===== src/rtl/imhdk_pkg.sv =====
// ----------------------------------------------------------------------------
// imhdk_pkg: shared types for the indexed min-heap
// Entry layout, command/status codes and the control/status bundles that
// join the sequencer and the datapath.
// ----------------------------------------------------------------------------
package imhdk_pkg;

   localparam int ID_W      = 10;
   localparam int COST_W    = 32;
   localparam int CMD_W     = 2;
   localparam int STAT_W    = 2;
   localparam int CNT_OUT_W = 11;
   localparam int REQ_W     = 48;  // cmd | item_id | cost, byte padded
   localparam int RSP_W     = 24;  // status | popped_id | entry_count, byte padded

   typedef enum logic [CMD_W-1:0] {
      CMD_PUSH  = 2'd0,
      CMD_POP   = 2'd1,
      CMD_CLEAR = 2'd2,
      CMD_NOP   = 2'd3
   } cmd_type;

   typedef enum logic [STAT_W-1:0] {
      ST_DONE   = 2'd0,
      ST_REJECT = 2'd1,
      ST_EMPTY  = 2'd2,
      ST_RSVD   = 2'd3
   } status_type;

   typedef struct packed {
      logic [COST_W-1:0] cost;
      logic [ID_W-1:0]   id;
   } entry_type;

   // heap read address source
   typedef enum logic [2:0] {
      RD_NONE,
      RD_SLOT,
      RD_ROOT,
      RD_LAST,
      RD_PARENT,
      RD_LEFT,
      RD_RIGHT
   } rd_sel_type;

   // datapath update for this cycle
   typedef enum logic [3:0] {
      ACT_NONE,
      ACT_CLEAR,
      ACT_REJECT,
      ACT_EMPTY,
      ACT_DEC,
      ACT_INS,
      ACT_POP_ROOT,
      ACT_POP_ONLY,
      ACT_POP_LAST,
      ACT_UP_MOVE,
      ACT_PLACE,
      ACT_CHILD_L,
      ACT_CHILD_PICK,
      ACT_DOWN_MOVE
   } act_type;

   typedef struct packed {
      logic       load;
      rd_sel_type rd_sel;
      act_type    act;
      logic       emit;
   } ctrl_cmd_type;

   typedef struct packed {
      cmd_type cmd;
      logic    count_zero;
      logic    count_one;
      logic    full;
      logic    id_bad;
      logic    present;
      logic    lower;
      logic    pos_zero;
      logic    up_swap;
      logic    left_in;
      logic    right_in;
      logic    down_swap;
      logic    out_free;
   } dp_stat_type;

endpackage


===== src/rtl/imhdk_ctrl.sv =====
// ----------------------------------------------------------------------------
// imhdk_ctrl: command sequencer
// One-hot state machine that walks push/decrease, pop and clear through the
// datapath one memory access at a time.
// ----------------------------------------------------------------------------
module imhdk_ctrl (
   input  logic                   clock,
   input  logic                   reset,
   input  logic                   req_tvalid,
   output logic                   req_tready,
   input  imhdk_pkg::dp_stat_type stat,
   output imhdk_pkg::ctrl_cmd_type cmd
);
   import imhdk_pkg::*;

   typedef enum logic [12:0] {
      S_IDLE     = 13'b0000000000001,
      S_DISPATCH = 13'b0000000000010,
      S_PU_SLOT  = 13'b0000000000100,
      S_PU_CHK   = 13'b0000000001000,
      S_PO_ROOT  = 13'b0000000010000,
      S_PO_LAST  = 13'b0000000100000,
      S_SU_ISSUE = 13'b0000001000000,
      S_SU_CMP   = 13'b0000010000000,
      S_SD_ISSUE = 13'b0000100000000,
      S_SD_L     = 13'b0001000000000,
      S_SD_R     = 13'b0010000000000,
      S_SD_CMP   = 13'b0100000000000,
      S_DONE     = 13'b1000000000000
   } state_type;

   state_type state_ff, state_in;

   assign req_tready = (state_ff == S_IDLE);

   always_comb begin
      state_in   = state_ff;
      cmd.load   = 1'b0;
      cmd.rd_sel = RD_NONE;
      cmd.act    = ACT_NONE;
      cmd.emit   = 1'b0;
      case (state_ff)
         S_IDLE: begin
            if (req_tvalid) begin
               cmd.load = 1'b1;
               state_in = S_DISPATCH;
            end
         end
         S_DISPATCH: begin
            case (stat.cmd)
               CMD_PUSH: state_in = S_PU_SLOT;
               CMD_POP: begin
                  if (stat.count_zero) begin
                     cmd.act  = ACT_EMPTY;
                     state_in = S_DONE;
                  end else begin
                     cmd.rd_sel = RD_ROOT;
                     state_in   = S_PO_ROOT;
                  end
               end
               CMD_CLEAR: begin
                  cmd.act  = ACT_CLEAR;
                  state_in = S_DONE;
               end
               default: state_in = S_DONE;
            endcase
         end
         S_PU_SLOT: begin
            cmd.rd_sel = RD_SLOT;
            state_in   = S_PU_CHK;
         end
         S_PU_CHK: begin
            if (stat.id_bad || (stat.present && !stat.lower) ||
                (!stat.present && stat.full)) begin
               cmd.act  = ACT_REJECT;
               state_in = S_DONE;
            end else if (stat.present) begin
               cmd.act  = ACT_DEC;
               state_in = S_SU_ISSUE;
            end else begin
               cmd.act  = ACT_INS;
               state_in = S_SU_ISSUE;
            end
         end
         S_PO_ROOT: begin
            if (stat.count_one) begin
               cmd.act  = ACT_POP_ONLY;
               state_in = S_DONE;
            end else begin
               cmd.act    = ACT_POP_ROOT;
               cmd.rd_sel = RD_LAST;
               state_in   = S_PO_LAST;
            end
         end
         S_PO_LAST: begin
            cmd.act  = ACT_POP_LAST;
            state_in = S_SD_ISSUE;
         end
         S_SU_ISSUE: begin
            if (stat.pos_zero) begin
               cmd.act  = ACT_PLACE;
               state_in = S_DONE;
            end else begin
               cmd.rd_sel = RD_PARENT;
               state_in   = S_SU_CMP;
            end
         end
         S_SU_CMP: begin
            if (stat.up_swap) begin
               cmd.act  = ACT_UP_MOVE;
               state_in = S_SU_ISSUE;
            end else begin
               cmd.act  = ACT_PLACE;
               state_in = S_DONE;
            end
         end
         S_SD_ISSUE: begin
            if (!stat.left_in) begin
               cmd.act  = ACT_PLACE;
               state_in = S_DONE;
            end else begin
               cmd.rd_sel = RD_LEFT;
               state_in   = S_SD_L;
            end
         end
         S_SD_L: begin
            cmd.act = ACT_CHILD_L;
            if (stat.right_in) begin
               cmd.rd_sel = RD_RIGHT;
               state_in   = S_SD_R;
            end else begin
               state_in = S_SD_CMP;
            end
         end
         S_SD_R: begin
            cmd.act  = ACT_CHILD_PICK;
            state_in = S_SD_CMP;
         end
         S_SD_CMP: begin
            if (stat.down_swap) begin
               cmd.act  = ACT_DOWN_MOVE;
               state_in = S_SD_ISSUE;
            end else begin
               cmd.act  = ACT_PLACE;
               state_in = S_DONE;
            end
         end
         S_DONE: begin
            if (stat.out_free) begin
               cmd.emit = 1'b1;
               state_in = S_IDLE;
            end
         end
         default: state_in = S_IDLE;
      endcase
   end

   always_ff @(posedge clock) begin
      if (reset) begin
         state_ff <= S_IDLE;
      end else begin
         state_ff <= state_in;
      end
   end

endmodule


===== config.mk =====
export PLATFORM = sky130hd
export DESIGN_NAME = imhdk_ctrl
export DESIGN_NICKNAME = d
export VERILOG_FILES = /design/src/rtl/imhdk_pkg.sv /design/src/rtl/imhdk_ctrl.sv
export SDC_FILE = /design/constraint.sdc
export NUM_CORES = 1
export LEC_CHECK = 0
export BUFFER_PORTS_ARGS = -buffer_cell sky130_fd_sc_hd__clkbuf_2
export CAP_MARGIN = 20
export CELL_PAD_IN_SITES_DETAIL_PLACEMENT = 0
export CELL_PAD_IN_SITES_GLOBAL_PLACEMENT = 1
export CORE_MARGIN = 8
export CORE_UTILIZATION = 39
export DETAILED_ROUTE_END_ITERATION = 10
export HOLD_SLACK_MARGIN = 0.08
export PLACE_DENSITY_LB_ADDON = 0.1
export SYNTH_ARGS = -nofsm -noshare
export SYNTH_HDL_FRONTEND = slang
export SYNTH_SLANG_ARGS = --single-unit

===== constraint.sdc =====
create_clock -name clock -period 3.5 [get_ports clock]
set_clock_uncertainty 0.1 [all_clocks]
set_input_delay 0.35 -clock clock [delete_from_list [all_inputs] [get_ports clock]]
set_output_delay 0.35 -clock clock [all_outputs]
set_load 0.1 [all_outputs]

# [Yosys cells after proc, flatten, opt, wreduce, memory -nomap -nowiden]
# Cells that the tools add are included.
[totals] romBits=0 output_inout_bits=10 latch_bits=0 register_bits=13 elab_cells=59 memories=0 ramBits=0
[op_classes] order_cmp=0 shifts=0 reduce_logical=8 muxes=33 addsub=0 div_mod_pow=0 eq_ne=17 n_mul=0 n_bitwise=0
[ops] cell="13-bit one-hot mux with 13 select lines" count=1
[ops] cell="13-bit two-way mux" count=9
[ops] cell="4-bit one-hot mux with 10 select lines" count=1
[ops] cell="13-bit one-hot mux with 2 select lines" count=1
[ops] cell="3-bit one-hot mux with 6 select lines" count=1
[ops] cell="3-bit two-way mux" count=5
[ops] cell="13-bit by 1-bit equality test with 1-bit output (second input constant)" count=1
[ops] cell="13-bit by 10-bit equality test with 1-bit output (second input constant)" count=1
[ops] cell="13-bit by 11-bit equality test with 1-bit output (second input constant)" count=1
[ops] cell="13-bit by 12-bit equality test with 1-bit output (second input constant)" count=1
[ops] cell="13-bit equality test (second input constant)" count=1
[ops] cell="13-bit by 2-bit equality test with 1-bit output (second input constant)" count=1
[ops] cell="13-bit by 3-bit equality test with 1-bit output (second input constant)" count=1
[ops] cell="13-bit by 4-bit equality test with 1-bit output (second input constant)" count=1
[ops] cell="13-bit by 5-bit equality test with 1-bit output (second input constant)" count=1
[ops] cell="13-bit by 6-bit equality test with 1-bit output (second input constant)" count=1
[ops] cell="13-bit by 7-bit equality test with 1-bit output (second input constant)" count=1
[ops] cell="13-bit by 8-bit equality test with 1-bit output (second input constant)" count=1
[ops] cell="13-bit by 9-bit equality test with 1-bit output (second input constant)" count=1
[ops] cell="12-bit two-way mux" count=1
[ops] cell="2-bit two-way mux" count=5
[ops] cell="4-bit two-way mux" count=2
[ops] cell="4-bit one-hot mux with 2 select lines" count=1
[ops] cell="1-bit two-way mux" count=6
[ops] cell="other kinds (8)" count=12

# [Logic depth before layout (Yosys ltp)]
[logic_depth] depth_word=6 depth_mapped=7

# [Worst setup path before layout]
# No wires, ideal clock.
[synth_path] path_type="register to output" start="register state_ff[4]" end="output cmd[2] in the netlist's numbering" arrival_time_ps=2766 path_stages_with_launch=4 setup_slack_ps=284 n_path_buf=0 required_ps=3050 cell_sequence="dfxtp_1 nor4_1 nand4_1 o211ai_1"
[synth_rtl] element="from (decl)" line_no="imhdk_ctrl.sv:32" text="state_type state_ff, state_in;"
[synth_rtl] element="from (signal assigned)" line_no="imhdk_ctrl.sv:162" text="state_ff <= state_in;"
[synth_rtl] element="to (decl)" line_no="imhdk_ctrl.sv:12" text="output imhdk_pkg::ctrl_cmd_type cmd"

==> results.ini <==
[detailed_routing]
dr_total_vias=1106
via_per_inst=5.946
first_iter_violations=63
final_antenna_net_count=0
firstDrtPassIters=4
remaining_drc_errors=0
wl_per_cell_microns=16.31
routed_wl_microns=3033

[grt]
grt_start_max_net_pins=11
grt_use_total_pct=14.18
overflow=0
antenna_found_initial=0
grt_pass1_wl_microns=4795
grt_pass1_vias=1064

[logic_synthesis]
async_flop_share_pct=0
synth.area.top_cells=dfxtp_1 26%, nor4b_1 8.8%, ha_1 5.0%, nor2_1 4.9%, nand4_1 4.4%
ys_ff_latch=13
syn-num-nets=150
synth_edf_count=0
synth_seq_area_share_pct=26.23
synth.avg_cell_area_sq_um=7.691
ys.warnings.count=0
syn_area_sq_um=992.2
synth_top_area_share_pct=26.23
synthTopCellsByCount=13 x dfxtp_1, 13 x nor2_1, 10 x nand2_1, 10 x nor4b_1, 7 x nand4_1
yosys.cell_types.count=40
post-synth-top-area-cell=dfxtp_1
synthCells=129
synth_flop_cell=dfxtp_1

[timing]
fin_crit_sh_pct=92.17
hold_viol=0
rsz0062_at_grt=no
slew_viol_final=0
max_freq_mhz=310.0
tightest_slew_ns=0.5761
final.setup.tns_ns=0
setup_ws_ns=0.2742
hold-worst-slack_ns=0.1948
finalSetupViolations=0
min_period_ns=3.226
relSlewSlack_pct=61.45

[cts]
hold_buffers=0
htree_levels=1
cts_made_buffers=3
tritoncts=done
clk_pin_slew_worst_paths_ns=0.09
clock_latency_ns=0.30
root_buffer=clkbuf_4
cts_setup_buffers=0
cts_resized=0
cts.sinks=13
cts_buffer_depth=2

[finish]
reg_top3=state_ff x13
nets=178
multi_input_area_sq_um=680.7
largest_reg_flops=13
largest-register=state_ff
drive_above_1_share_pct=25.00
seq_area_sq_um=260.3
area_delta_synth_final_pct=19.29
finalCoreUtilization_pct=48.22
diodes=0
fillers=267
fin_area_sq_um=1184
final_cells=186

[pwr]
finalPower_uw=350.7
power_density_nw_per_um2=296.3
p_leak_nw=0.5247
ir_worst_vdd_mv=0.1917

[floorplan]
start_util_pct=40.42
die_area_sq_um=4414
io_pins=27
coreArea_sq_um=2455
num_rows=18
die_x_microns=66.44
die_h_microns=66.44

[critical_path]
cp-end-kind=output port
critical_path_class=reg -> out
cp-start-kind=flip-flop
critical_path_required_ns=3.05
crit_fanout=7
arrival_ns=2.78

[placement]
gp_congestion=0.9377
place_inst=182
port_buffers=26
place_area_sq_um=1157
place_hpwl_microns=2358
preCtsSetupSlack_ns=0.5995

[flow_run]
drv_cap=0

[status]
status=finished clean

[min_path]
holdCritPathClass=in -> reg

==> worst max-delay path, stage by stage (launching register included) <==
cell	delay (ns)
dfxtp_1	0.35
or4_1	0.67
or4_4	0.59
o22ai_1	0.21
nor2_1	0.09
o211ai_1	0.09
clkbuf_2	0.49
==> cell type report <==
| class | instances | share of cell area (%) |
|---|---|---|
| clock buffers | 4 | 2.220 |
| inverters | 5 | 1.586 |
| repair buffers | 30 | 13.53 |
| multi-input cells | 104 | 57.51 |
| flip-flops and latches | 13 | 21.99 |
| well taps | 30 | 3.171 |
==> cell families after synthesis <==
group | share of synthesized area, %
AOI/OAI and AO/OA | 12.61
xor gates and xnor gates | 1.766
adders and majority gates | 5.044
buffers and inverters | 5.170
DFF | 26.23
and+or+nand+nor | 49.18
==> worst paths after layout <==
kind                     from          end  slack, ns  depth (start not counted)
setup / recovery  state_ff[4]       cmd[2]       0.27                          6
hold / removal          reset  state_ff[1]       0.19                          2
setup reg to reg  state_ff[4]  state_ff[0]       1.20                          5
hold reg to reg   state_ff[4]  state_ff[8]       0.60                          3
==> per-layer routing <==
layer	global-route usage (%)	wire length, microns	up-vias
met5	0	0	-
met4	9.600	78	0
met3	3.559	251	5
met2	20.99	1311	45
met1	17.56	1392	508
li1	-	-	548
==> where the power goes <==
part           internal, mW  total, mW  leakage [nW]  switching (mW)
logic                0.0292     0.0909         0.404          0.0618
registers             0.151      0.157         0.105         0.00652
clock network        0.0444      0.103        0.0150          0.0581
==> layout by cell type, fill, tap and decap left out, drive strengths merged, types with 3 or more instances in the layout <==
master,count
clkbuf,30
inv,5
nand4,7
nor4b,10
nand2b,4
nand3,5
or4,5
buf,4
o21ai,3
a21oi,6
nor4,5
nor2,13
nor2b,3
dfxtp,13
nand2,10
ha,4
nor3,4
Power figures use the tool's default switching activity.
